## config.mk

```make
export PLATFORM = sky130hd
export DESIGN_NAME = page_cache_replacement
export DESIGN_NICKNAME = d
export VERILOG_FILES = /design/src/pcr_pkg.sv /design/src/page_cache_replacement.sv /design/src/pcr_ram.sv /design/src/pcr_score.sv /design/src/pcr_ctrl.sv
export SDC_FILE = /design/constraint.sdc
export NUM_CORES = 2
export LEC_CHECK = 0
export BUFFER_PORTS_ARGS = -buffer_cell sky130_fd_sc_hd__buf_2
export CORE_AREA = 2 2 565 567
export CTS_CLUSTER_SIZE = 8
export DETAILED_ROUTE_END_ITERATION = 8
export DIE_AREA = 0 0 567 569
export GPL_TIMING_DRIVEN = 0
export PLACE_DENSITY = 0.44
export SLEW_MARGIN = 20
export SYNTH_ARGS = -nofsm -noshare
export SYNTH_HDL_FRONTEND = slang
export SYNTH_SLANG_ARGS = --single-unit
```

## constraint.sdc

```tcl
create_clock -name clk -period 13.8 [get_ports clk]
set_input_delay 1.38 -clock clk [delete_from_list [all_inputs] [get_ports clk]]
set_output_delay 1.38 -clock clk [all_outputs]
set_load 0.01 [all_outputs]
```

## src/pcr_pkg.sv

```systemverilog
// Shared types and constants of the page cache replacement block.
`default_nettype none
package pcr_pkg;
	localparam int ENTRIES = 16;
	localparam int SLOT_W = $clog2(ENTRIES);
	localparam int CNT_W = $clog2(ENTRIES + 1);
	localparam int ENT_W = 1 + 16 + 16 + 9 + 32 + 32;

	localparam logic [2:0] OP_ADD = 3'd0;
	localparam logic [2:0] OP_GET = 3'd1;
	localparam logic [2:0] OP_CONTAINS = 3'd2;
	localparam logic [2:0] OP_REMOVE = 3'd3;
	localparam logic [2:0] OP_CLEAR = 3'd4;
	localparam logic [2:0] OP_CLEAR_ZR = 3'd5;

	localparam logic [1:0] STRAT_LRU = 2'd0;
	localparam logic [1:0] STRAT_MRU = 2'd1;
	localparam logic [1:0] STRAT_NEAR = 2'd2;

	localparam logic [2:0] REG_STRATEGY = 3'd0;
	localparam logic [2:0] REG_MAX = 3'd1;
	localparam logic [2:0] REG_CPAGE = 3'd2;
	localparam logic [2:0] REG_CZOOM = 3'd3;
	localparam logic [2:0] REG_CROT = 3'd4;
	localparam logic [2:0] REG_VFIRST = 3'd5;
	localparam logic [2:0] REG_VLAST = 3'd6;

	typedef struct packed {
		logic        valid;
		logic [15:0] page;
		logic [15:0] zoom;
		logic [8:0]  rot;
		logic [31:0] handle;
		logic [31:0] stamp;
	} entry_t;

	typedef enum logic [2:0] {
		ST_IDLE,
		ST_SCAN,
		ST_DECIDE,
		ST_VREAD,
		ST_WRITE,
		ST_DONE
	} state_t;

	function automatic logic [15:0] abs16(input logic [15:0] a, input logic [15:0] b);
		abs16 = (a > b) ? a - b : b - a;
	endfunction

	function automatic logic [31:0] sat_inc(input logic [31:0] v);
		sat_inc = (v == '1) ? v : v + 32'd1;
	endfunction
endpackage
`default_nettype wire

```

## src/page_cache_replacement.sv

```systemverilog
// A request is accepted in idle, then passes the scan of the 16 slots, decide, write-back
// and done; an add that evicts also passes a victim read, and clear-all goes straight to done.
// Throughput: one word at a time; the next word is taken once the result is gone.
// The scan reads the 16 slots one by one through the single entry RAM read port.
// Reset marks all slots empty through the live mask and clears counters and config registers at once.
`default_nettype none
module page_cache_replacement (
	input  wire logic        clk,
	input  wire logic        arst_n,
	input  wire logic        cfg_we,
	input  wire logic [2:0]  cfg_index,
	input  wire logic [15:0] cfg_data,
	input  wire logic        in_valid,
	output logic             in_ready,
	input  wire logic [2:0]  op,
	input  wire logic [15:0] page,
	input  wire logic [15:0] zoom,
	input  wire logic [8:0]  rotation,
	input  wire logic [31:0] image_handle,
	input  wire logic        image_present,
	input  wire logic        match_zoom,
	input  wire logic        match_rotation,
	output logic             out_valid,
	input  wire logic        out_ready,
	output logic             found,
	output logic [31:0]      data_out,
	output logic [4:0]       entry_count,
	output logic             evicted,
	output logic [15:0]      evicted_page,
	output logic [15:0]      evicted_zoom,
	output logic [8:0]       evicted_rotation,
	output logic [31:0]      hit_total,
	output logic [31:0]      miss_total
);
	logic                       ram_we;
	logic [pcr_pkg::SLOT_W-1:0] ram_waddr, ram_raddr;
	pcr_pkg::entry_t            ram_wdata, ram_rdata;
	logic [pcr_pkg::ENT_W-1:0]  rd_raw;

	pcr_ram #(.WIDTH(pcr_pkg::ENT_W), .DEPTH(pcr_pkg::ENTRIES)) u_ram (
		.clk(clk), .we(ram_we), .waddr(ram_waddr), .wdata(ram_wdata),
		.raddr(ram_raddr), .rdata(rd_raw)
	);

	assign ram_rdata = pcr_pkg::entry_t'(rd_raw);

	pcr_ctrl u_ctrl (
		.clk(clk), .arst_n(arst_n), .cfg_we(cfg_we), .cfg_index(cfg_index),
		.cfg_data(cfg_data), .valid(in_valid), .ready(in_ready), .op(op),
		.page(page), .zoom(zoom), .rotation(rotation), .image_handle(image_handle),
		.image_present(image_present), .match_zoom(match_zoom),
		.match_rotation(match_rotation), .out_valid(out_valid), .out_ready(out_ready),
		.found(found), .data_out(data_out), .entry_count(entry_count),
		.evicted(evicted), .evicted_page(evicted_page), .evicted_zoom(evicted_zoom),
		.evicted_rotation(evicted_rotation), .hit_total(hit_total),
		.miss_total(miss_total), .ram_we(ram_we), .ram_waddr(ram_waddr),
		.ram_wdata(ram_wdata), .ram_raddr(ram_raddr), .ram_rdata(ram_rdata)
	);
endmodule
`default_nettype wire

```

## src/pcr_ram.sv

```systemverilog
// Generic single-port-write, single-port-read RAM with registered read.
`default_nettype none
module pcr_ram #(
	parameter int WIDTH = 8,
	parameter int DEPTH = 16
) (
	input  wire logic                     clk,
	input  wire logic                     we,
	input  wire logic [$clog2(DEPTH)-1:0] waddr,
	input  wire logic [WIDTH-1:0]         wdata,
	input  wire logic [$clog2(DEPTH)-1:0] raddr,
	output logic      [WIDTH-1:0]         rdata
);
	logic [WIDTH-1:0] mem [DEPTH];

	always_ff @(posedge clk) begin
		if (we) begin
			mem[waddr] <= wdata;
		end
		rdata <= mem[raddr];
	end
endmodule
`default_nettype wire

```

## src/pcr_score.sv

```systemverilog
// Victim ranking value for one table entry under the selected strategy.
`default_nettype none
module pcr_score (
	input  wire logic              [1:0]  strategy,
	input  wire pcr_pkg::entry_t          ent,
	input  wire logic              [15:0] current_page,
	input  wire logic              [15:0] current_zoom,
	input  wire logic              [8:0]  current_rotation,
	input  wire logic              [15:0] visible_first,
	input  wire logic              [15:0] visible_last,
	output logic                          cand,
	output logic                   [47:0] rank
);
	logic [15:0] pd;
	logic [15:0] zd;
	logic [47:0] near;

	always_comb begin
		pd = pcr_pkg::abs16(ent.page, current_page);
		zd = pcr_pkg::abs16(ent.zoom, current_zoom);
		// 409600 = 100 << 12, 102400 = 25 << 12
		near = ({32'd0, pd} * 48'd409600)
			+ ({32'd0, zd} * 48'd50)
			+ ((ent.rot != current_rotation) ? 48'd102400 : 48'd0);
		cand = !(ent.page >= visible_first && ent.page <= visible_last
			&& zd <= 16'd4 && ent.rot == current_rotation);
		// larger rank wins; strict compare keeps the lowest slot on ties
		case (strategy)
			pcr_pkg::STRAT_MRU:  rank = {16'd0, ent.stamp};
			pcr_pkg::STRAT_NEAR: rank = near;
			default:             rank = {16'd0, ~ent.stamp};
		endcase
	end
endmodule
`default_nettype wire

```

## src/pcr_ctrl.sv

```systemverilog
// Sequencer: scans the entry RAM, selects victims and writes back.
`default_nettype none
module pcr_ctrl (
	input  wire logic                         clk,
	input  wire logic                         arst_n,
	input  wire logic                         cfg_we,
	input  wire logic [2:0]                   cfg_index,
	input  wire logic [15:0]                  cfg_data,
	input  wire logic                         valid,
	output logic                              ready,
	input  wire logic [2:0]                   op,
	input  wire logic [15:0]                  page,
	input  wire logic [15:0]                  zoom,
	input  wire logic [8:0]                   rotation,
	input  wire logic [31:0]                  image_handle,
	input  wire logic                         image_present,
	input  wire logic                         match_zoom,
	input  wire logic                         match_rotation,
	output logic                              out_valid,
	input  wire logic                         out_ready,
	output logic                              found,
	output logic [31:0]                       data_out,
	output logic [4:0]                        entry_count,
	output logic                              evicted,
	output logic [15:0]                       evicted_page,
	output logic [15:0]                       evicted_zoom,
	output logic [8:0]                        evicted_rotation,
	output logic [31:0]                       hit_total,
	output logic [31:0]                       miss_total,
	output logic                              ram_we,
	output logic [pcr_pkg::SLOT_W-1:0]        ram_waddr,
	output pcr_pkg::entry_t                   ram_wdata,
	output logic [pcr_pkg::SLOT_W-1:0]        ram_raddr,
	input  pcr_pkg::entry_t                   ram_rdata
);
	localparam logic [pcr_pkg::SLOT_W-1:0] LAST = pcr_pkg::SLOT_W'(pcr_pkg::ENTRIES - 1);

	pcr_pkg::state_t state_q, state_d;

	logic [1:0]  strategy_q;
	logic [4:0]  max_q;
	logic [15:0] cpage_q, czoom_q, vfirst_q, vlast_q;
	logic [8:0]  crot_q;

	logic [2:0]  op_q;
	logic [15:0] page_q, zoom_q;
	logic [8:0]  rot_q;
	logic [31:0] handle_q;
	logic        present_q, mz_q, mr_q;

	logic [pcr_pkg::SLOT_W-1:0] ridx_q;   // address issued this cycle
	logic [pcr_pkg::SLOT_W-1:0] didx_q;   // slot of data arriving now
	logic        dval_q;                  // read data valid
	logic        hit_q, free_q, best_q, bestc_q;
	logic [pcr_pkg::SLOT_W-1:0] hidx_q, fidx_q, bidx_q;
	logic [47:0] brank_q;
	pcr_pkg::entry_t hent_q;
	logic [pcr_pkg::CNT_W-1:0] count_q;
	logic [31:0] stamp_q, hits_q, miss_q;
	logic        vic_q;

	// live mask of clear-all: clearing it hides every slot at once, without writing the RAM
	logic [pcr_pkg::ENTRIES-1:0] live_q;

	// result register
	logic        ov_q, f_q, ev_q;
	logic [31:0] d_q;
	logic [15:0] ep_q, ez_q;
	logic [8:0]  er_q;

	logic        cand;
	logic [47:0] rank;
	logic [4:0]  limit;
	logic        scan_done;
	logic        zr_match;
	logic        better;

	pcr_score u_score (
		.strategy(strategy_q), .ent(ram_rdata), .current_page(cpage_q),
		.current_zoom(czoom_q), .current_rotation(crot_q),
		.visible_first(vfirst_q), .visible_last(vlast_q),
		.cand(cand), .rank(rank)
	);

	always_comb begin
		limit = (max_q == 5'd0) ? 5'd1
			: ((max_q > 5'(pcr_pkg::ENTRIES)) ? 5'(pcr_pkg::ENTRIES) : max_q);
		scan_done = dval_q && didx_q == LAST;
		zr_match = (!mz_q || pcr_pkg::abs16(ram_rdata.zoom, zoom_q) <= 16'd4)
			&& (!mr_q || ram_rdata.rot == rot_q);
		// near-current: candidates outrank non-candidates once any exists
		if (strategy_q == pcr_pkg::STRAT_NEAR) begin
			better = !best_q || (cand && !bestc_q) || (cand == bestc_q && rank > brank_q);
		end else begin
			better = !best_q || rank > brank_q;
		end
	end

	always_comb begin
		state_d = state_q;
		ready = 1'b0;
		ram_we = 1'b0;
		ram_waddr = ridx_q;
		ram_wdata = ram_rdata;
		ram_raddr = ridx_q;
		case (state_q)
			pcr_pkg::ST_IDLE: begin
				ready = !ov_q;
				ram_raddr = '0;
				if (valid && !ov_q) begin
					if (op == pcr_pkg::OP_CLEAR) begin
						state_d = pcr_pkg::ST_DONE;
					end else begin
						state_d = pcr_pkg::ST_SCAN;
					end
				end
			end
			pcr_pkg::ST_SCAN: begin
				// clear by zoom/rotation drops entries as they stream past
				if (dval_q && op_q == pcr_pkg::OP_CLEAR_ZR && ram_rdata.valid
					&& live_q[didx_q] && zr_match) begin
					ram_we = 1'b1;
					ram_waddr = didx_q;
					ram_wdata = ram_rdata;
					ram_wdata.valid = 1'b0;
				end
				if (scan_done) begin
					state_d = pcr_pkg::ST_DECIDE;
				end
			end
			pcr_pkg::ST_DECIDE: begin
				ram_raddr = bidx_q;
				state_d = pcr_pkg::ST_WRITE;
				if (op_q == pcr_pkg::OP_ADD && present_q && !hit_q
					&& {1'b0, count_q} >= {1'b0, limit} && best_q) begin
					state_d = pcr_pkg::ST_VREAD;
				end
			end
			pcr_pkg::ST_VREAD: begin
				// retire the victim; the new key may land in a lower free slot
				ram_we = 1'b1;
				ram_waddr = bidx_q;
				ram_wdata = ram_rdata;
				ram_wdata.valid = 1'b0;
				state_d = pcr_pkg::ST_WRITE;
			end
			pcr_pkg::ST_WRITE: begin
				ram_waddr = hidx_q;
				ram_wdata = hent_q;
				ram_wdata.stamp = pcr_pkg::sat_inc(stamp_q);
				case (op_q)
					pcr_pkg::OP_ADD: begin
						if (present_q) begin
							if (hit_q) begin
								ram_we = 1'b1;
								ram_wdata.handle = handle_q;
							end else if (vic_q || free_q) begin
								ram_we = 1'b1;
								ram_waddr = vic_q ? bidx_q : fidx_q;
								// the new key goes to the free slot instead if that lies below the evicted slot
								if (vic_q && free_q && fidx_q < bidx_q) begin
									ram_waddr = fidx_q;
								end
								ram_wdata.valid = 1'b1;
								ram_wdata.page = page_q;
								ram_wdata.zoom = zoom_q;
								ram_wdata.rot = rot_q;
								ram_wdata.handle = handle_q;
							end
						end
					end
					pcr_pkg::OP_GET: ram_we = hit_q;
					pcr_pkg::OP_REMOVE: begin
						ram_we = hit_q;
						ram_wdata.valid = 1'b0;
					end
					default: ram_we = 1'b0;
				endcase
				state_d = pcr_pkg::ST_DONE;
			end
			pcr_pkg::ST_DONE: begin
				state_d = pcr_pkg::ST_IDLE;
			end
			default: state_d = pcr_pkg::ST_IDLE;
		endcase
	end

	always_ff @(posedge clk or negedge arst_n) begin
		if (!arst_n) begin
			state_q <= pcr_pkg::ST_IDLE;
		end else begin
			state_q <= state_d;
		end
	end

	always_ff @(posedge clk or negedge arst_n) begin
		if (!arst_n) begin
			strategy_q <= pcr_pkg::STRAT_LRU;
			max_q <= 5'd16;
			cpage_q <= '0;
			czoom_q <= 16'd4096;
			crot_q <= '0;
			vfirst_q <= '0;
			vlast_q <= '0;
			count_q <= '0;
			stamp_q <= '0;
			hits_q <= '0;
			miss_q <= '0;
			ov_q <= 1'b0;
			dval_q <= 1'b0;
			ridx_q <= '0;
		end else begin
			if (cfg_we) begin
				case (cfg_index)
					pcr_pkg::REG_STRATEGY: strategy_q <= cfg_data[1:0];
					pcr_pkg::REG_MAX:      max_q <= cfg_data[4:0];
					pcr_pkg::REG_CPAGE:    cpage_q <= cfg_data;
					pcr_pkg::REG_CZOOM:    czoom_q <= cfg_data;
					pcr_pkg::REG_CROT:     crot_q <= cfg_data[8:0];
					pcr_pkg::REG_VFIRST:   vfirst_q <= cfg_data;
					pcr_pkg::REG_VLAST:    vlast_q <= cfg_data;
					default: ;
				endcase
			end
			if (ov_q && out_ready) begin
				ov_q <= 1'b0;
			end
			dval_q <= 1'b0;
			case (state_q)
				pcr_pkg::ST_IDLE: begin
					if (valid && !ov_q) begin
						ridx_q <= pcr_pkg::SLOT_W'(1);
						dval_q <= op != pcr_pkg::OP_CLEAR;
					end
				end
				pcr_pkg::ST_SCAN: begin
					if (!scan_done) begin
						dval_q <= 1'b1;
						ridx_q <= ridx_q + 1'b1;
					end
					if (dval_q && op_q == pcr_pkg::OP_CLEAR_ZR && ram_rdata.valid
						&& live_q[didx_q] && zr_match) begin
						count_q <= count_q - 1'b1;
					end
				end
				pcr_pkg::ST_WRITE: begin
					case (op_q)
						pcr_pkg::OP_ADD: begin
							if (present_q && (hit_q || vic_q || free_q)) begin
								stamp_q <= pcr_pkg::sat_inc(stamp_q);
								if (!hit_q && !vic_q) begin
									count_q <= count_q + 1'b1;
								end
							end
						end
						pcr_pkg::OP_GET: begin
							if (hit_q) begin
								stamp_q <= pcr_pkg::sat_inc(stamp_q);
								hits_q <= pcr_pkg::sat_inc(hits_q);
							end else begin
								miss_q <= pcr_pkg::sat_inc(miss_q);
							end
						end
						pcr_pkg::OP_REMOVE: begin
							if (hit_q) begin
								count_q <= count_q - 1'b1;
							end
						end
						default: ;
					endcase
				end
				pcr_pkg::ST_DONE: begin
					ov_q <= 1'b1;
					if (op_q == pcr_pkg::OP_CLEAR) begin
						count_q <= '0;
						stamp_q <= '0;
						hits_q <= '0;
						miss_q <= '0;
						vfirst_q <= 16'd1;
						vlast_q <= 16'd0;
					end
				end
				default: ;
			endcase
		end
	end

	always_ff @(posedge clk) begin
		if (state_q == pcr_pkg::ST_IDLE && valid && !ov_q) begin
			op_q <= op;
			page_q <= page;
			zoom_q <= zoom;
			rot_q <= rotation;
			handle_q <= image_handle;
			present_q <= image_present;
			mz_q <= match_zoom;
			mr_q <= match_rotation;
			hit_q <= 1'b0;
			free_q <= 1'b0;
			best_q <= 1'b0;
			bestc_q <= 1'b0;
			vic_q <= 1'b0;
			didx_q <= '0;
		end
		if (dval_q) begin
			didx_q <= didx_q + 1'b1;
		end
		if (state_q == pcr_pkg::ST_SCAN && dval_q) begin
			if (ram_rdata.valid && live_q[didx_q]) begin
				if (!hit_q && ram_rdata.page == page_q && ram_rdata.zoom == zoom_q
					&& ram_rdata.rot == rot_q) begin
					hit_q <= 1'b1;
					hidx_q <= didx_q;
					hent_q <= ram_rdata;
				end
				if (better) begin
					best_q <= 1'b1;
					bestc_q <= cand;
					bidx_q <= didx_q;
					brank_q <= rank;
				end
			end else if (!free_q) begin
				free_q <= 1'b1;
				fidx_q <= didx_q;
			end
		end
		if (state_q == pcr_pkg::ST_DECIDE) begin
			f_q <= 1'b0;
			d_q <= '0;
			ev_q <= 1'b0;
			ep_q <= '0;
			ez_q <= '0;
			er_q <= '0;
			if (state_d == pcr_pkg::ST_VREAD) begin
				vic_q <= 1'b1;
			end
			case (op_q)
				pcr_pkg::OP_ADD: f_q <= present_q && (hit_q || free_q || state_d == pcr_pkg::ST_VREAD);
				pcr_pkg::OP_GET: begin
					f_q <= hit_q;
					d_q <= hit_q ? hent_q.handle : 32'd0;
				end
				pcr_pkg::OP_CONTAINS: f_q <= hit_q;
				default: ;
			endcase
		end
		if (state_q == pcr_pkg::ST_VREAD) begin
			ev_q <= 1'b1;
			ep_q <= ram_rdata.page;
			ez_q <= ram_rdata.zoom;
			er_q <= ram_rdata.rot;
			hent_q <= ram_rdata;
		end
		if (state_q == pcr_pkg::ST_IDLE && valid && !ov_q && op == pcr_pkg::OP_CLEAR) begin
			f_q <= 1'b0;
			d_q <= '0;
			ev_q <= 1'b0;
			ep_q <= '0;
			ez_q <= '0;
			er_q <= '0;
		end
	end

	// per-slot live mask; cleared at once by reset or clear-all
	always_ff @(posedge clk or negedge arst_n) begin
		if (!arst_n) begin
			live_q <= '0;
		end else if (state_q == pcr_pkg::ST_DONE && op_q == pcr_pkg::OP_CLEAR) begin
			live_q <= '0;
		end else if (ram_we && ram_wdata.valid) begin
			live_q[ram_waddr] <= 1'b1;
		end
	end

	assign out_valid = ov_q;
	assign found = f_q;
	assign data_out = d_q;
	assign entry_count = 5'(count_q);
	assign evicted = ev_q;
	assign evicted_page = ep_q;
	assign evicted_zoom = ez_q;
	assign evicted_rotation = er_q;
	assign hit_total = hits_q;
	assign miss_total = miss_q;
endmodule
`default_nettype wire

```

==> summary.md <==
| Metric | Value |
|---|---|
| Outcome | `complete, no violations` |
| Total CTS buffers | `327` |
| Die Y | `569 um` |
| Top cells by area in the synthesized netlist | `edfxtp_1 (57%), nand2_1 (7.8%), dfrtp_1 (5.1%)` |
| Clk buf depth | `4` |
| Row cnt | `207` |
| Post-detail-place hpwl | `251000 um` |
| PnR worst setup slack | `0.827 ns` |
| Via count | `70646` |
| DRT Wirelength | `343000 um` |
| Syn avg cell area | `11.8 um2` |
| Mapped Area | `101000 um2` |
| FMAX | `77.1 MHz` |
| Adder-cell share of the synthesized area | `4.42%` |
| Post-synth EDFFs | `1901` |
| Grt ovf | `0` |
| Synthesis-stage register bit count | `2293` |
| Share of cells above drive strength 1 | `11.1%` |
| Leading cell type in the layout, fill and taps excluded | `nand2_1` |
| Number of remaining DRC errors | `0` |
| Root buf cell | `clkbuf_16` |
| Tot GR Track Use | `20.8%` |
| Synth Area in Simple Gates | `14.8%` |
| Gpl congestion | `0.865` |
| Worst hold path class | `primary input to asynchronous set/reset pin` |
| Wire per inst | `25.1 um` |
| Post-synth top area cell | `edfxtp_1` |
| Initial antenna violation count | `34` |
| Initial Utilization | `31.8%` |
| DR pass1 iterations | `6` |
| # setup viols final | `0` |
| Commonest non-fill, non-tap cells in the layout | `nand2_1 (2092), edfxtp_1 (1901), clkbuf_1 (590)` |
| Cell Area, Placed | `111000 um2` |
| Pin count of the biggest net entering global routing | `84` |
| Layout Skew | `0.0888 ns` |
| XOR/XNOR Fraction of Synth Area | `1.78%` |
| Share of the synthesized area in the top cell type | `56.6%` |
| CP Max Fanout | `11` |
| Worst Setup Start Kind | `flop` |
| Post-synthesis mux area share | `1.10%` |
| RSZ-0062 raised after global routing | `no` |
| Fin nets | `9747` |
| Largest family of logic cells by synthesized area | `simple AND/OR/NAND/NOR gates` |
| Slowest library cell on the worst path | `dfxtp_1` |
| Cell mode on critical path | `a21oi_1` |
| Synth warnings | `0` |
| Seq/Total Area, Yosys | `65.5%` |
| Area growth syn-to-layout | `20.0%` |
| Port Buffer Count | `248` |
| Clock net sink count | `2293` |
| Clk pin slew, worst setup/hold paths | `0.05 ns` |
| Max stage delay on crit path | `0.70 ns` |
| DRT antenna net count | `0` |
| Die ar. | `323000 um2` |
| Final hold violation count | `0` |
| Place WS | `-1.26 ns` |
| Latest clock arrival within the worst-skew pair | `0.93 ns` |
| Routed vias/inst | `5.16` |
| CTS tree | `done` |
| Arrival time at the worst endpoint | `13.71 ns` |
| Post-synth ARST share | `8.98%` |
| Tmin final | `12.97 ns` |
| WP data required | `14.54 ns` |
| # H-tree levels | `5` |
| Critical path start-end classification | `flop to flop` |
| Final Cell Area | `121000 um2` |
| Post-synth top flop | `edfxtp_1` |
| Compound-Gate Fraction of Synth Area | `9.57%` |
| Top-Level Pins | `249` |
| Die Width | `567 um` |
| Max-cap violations | `0` |
| Placeable Area | `317000 um2` |
| Slew margin rel. | `22.8%` |
| Mapped Nets | `8973` |
| Cell count after synthesis | `8531` |
| Final period util | `94.0%` |
| Vias in the first global route | `69194` |
| Worst-Margin Slew | `1.15 ns` |
| First-pass GRT wire length | `493000 um` |
| Max Slew Vio Count | `0` |
| Netlist cell types | `88` |
| Drt initial violations | `6148` |
| Crit end category | `flop` |
## metrics by stage
step	setup TNS (ns)	util, %	hold WS, ns	std cells
after CTS	0	38.1	0.375	13678
after global routing	0	38.2	0.420	13684
after floorplan	0	-	0.408	8531
after detailed placement	-47.26	35.1	0.413	13151
final	0	38.2	0.432	13697
after global placement	-2451.11	33.9	0.421	12959
## layer usage
metal  GRT usage (%)  up-vias  routed length (um)
met5               0        -                  44
met4            6.24        6               10100
met3            3.60      489               23500
met2            32.7     2202              155000
met1            29.1    35238              155000
li1                -    32711                   -
## state kept, by name, summed over array words and instances (netlist names), 5 cells and up
name / count
u_ctrl.evicted_rotation: 9
u_ctrl.hent_q: 74
u_ctrl.stamp_q: 32
u_ram.mem: 1696
u_ctrl.handle_q: 32
u_ctrl.brank_q: 36
u_ctrl.rot_q: 9
u_ctrl.czoom_q: 16
u_ctrl.hit_total: 32
u_ctrl.vfirst_q: 16
u_ctrl.live_q: 16
u_ctrl.zoom_q: 16
u_ctrl.evicted_page: 16
u_ctrl.vlast_q: 16
u_ctrl.miss_total: 32
u_ctrl.evicted_zoom: 16
u_ram.rdata: 106
u_ctrl.cpage_q: 16
u_ctrl.page_q: 16
u_ctrl.crot_q: 9
u_ctrl.data_out: 32
u_ctrl.max_q: 5
u_ctrl.entry_count: 5
## worst paths after layout
path                       cells past startpoint             from  slack, ns                    to
hold / removal                                 1           arst_n       0.43  u_ctrl.hit_total[24]
hold reg to reg                                0  u_ram.rdata[38]       0.43     u_ctrl.hent_q[38]
setup reg to reg                              50  u_ram.rdata[76]       0.83        u_ctrl.bestc_q
max in group asynchronous                      2           arst_n      12.47      u_ctrl.live_q[4]
setup / recovery                              50  u_ram.rdata[76]       0.83        u_ctrl.bestc_q
min in group clk                               0  u_ram.rdata[38]       0.43     u_ctrl.hent_q[38]
## worst max-delay path: cells and delay by family, from the launching register on
kind,cells,cell delay (ns)
AO/OA/AOI/OAI,21,3.60
XOR/XNOR,3,1.03
adder cells (fa/ha/maj),8,2.94
buffers and inverters,4,1.07
flip-flops,1,0.70
multiplexers,2,0.73
AND/OR/NAND/NOR,12,2.76
## kinds of logic after synthesis
family / Yosys count
buf+inv: 762
xor+xnor: 205
compound gates: 1392
mux: 99
flops: 2293
fa+ha+maj: 339
simple gates: 3441
## cell type report
type | count | area [um2]
inverter | 253 | 955
fill | 30464 | 196000
multi-input combinational | 5478 | 32600
antenna | 14 | 35.0
clock inverter | 25 | 574
tap | 4180 | 5230
buffer | 509 | 2010
sequential | 2293 | 66000
clock buffer | 502 | 9000
timing repair buffer | 443 | 4600
## timing repair
| action | CTS | global route |
|---|---|---|
| endpoints found under the hold margin | 0 | 0 |
| hold buffers | 0 | 0 |
| cloned | 0 | 2 |
| setup buffers | 0 | 3 |
| gates resized for setup | 9 | 12 |
| endpoints found under the setup margin | 42 | 42 |
| pin swaps | 0 | 4 |
## cell usage after synthesis, drive strengths merged (7+ instances only)
cell	number
clkbuf	463
a211o	9
a21o	90
nor2	313
a211oi	17
nand2b	33
mux2	40
and3	234
xor2	97
a221oi	33
dfrtp	204
o21a	35
or3	21
fa	28
or2	11
nor3	49
a31oi	163
a311oi	319
o21bai	19
edfxtp	1901
inv	252
o311ai	7
buf	46
nor2b	29
nor4	19
a2111oi	7
ha	311
a22oi	77
xnor2	108
or4	7
nand4	60
a21boi	13
o21ai	208
nand2	2094
dfxtp	186
o211ai	16
o31ai	39
and2	24
mux2i	54
nand3	504
and4	17
a21oi	288
Power is left out: the tool's default activity adds up to more than one toggle a clock period on the data nets, which glitch-free logic cannot reach.
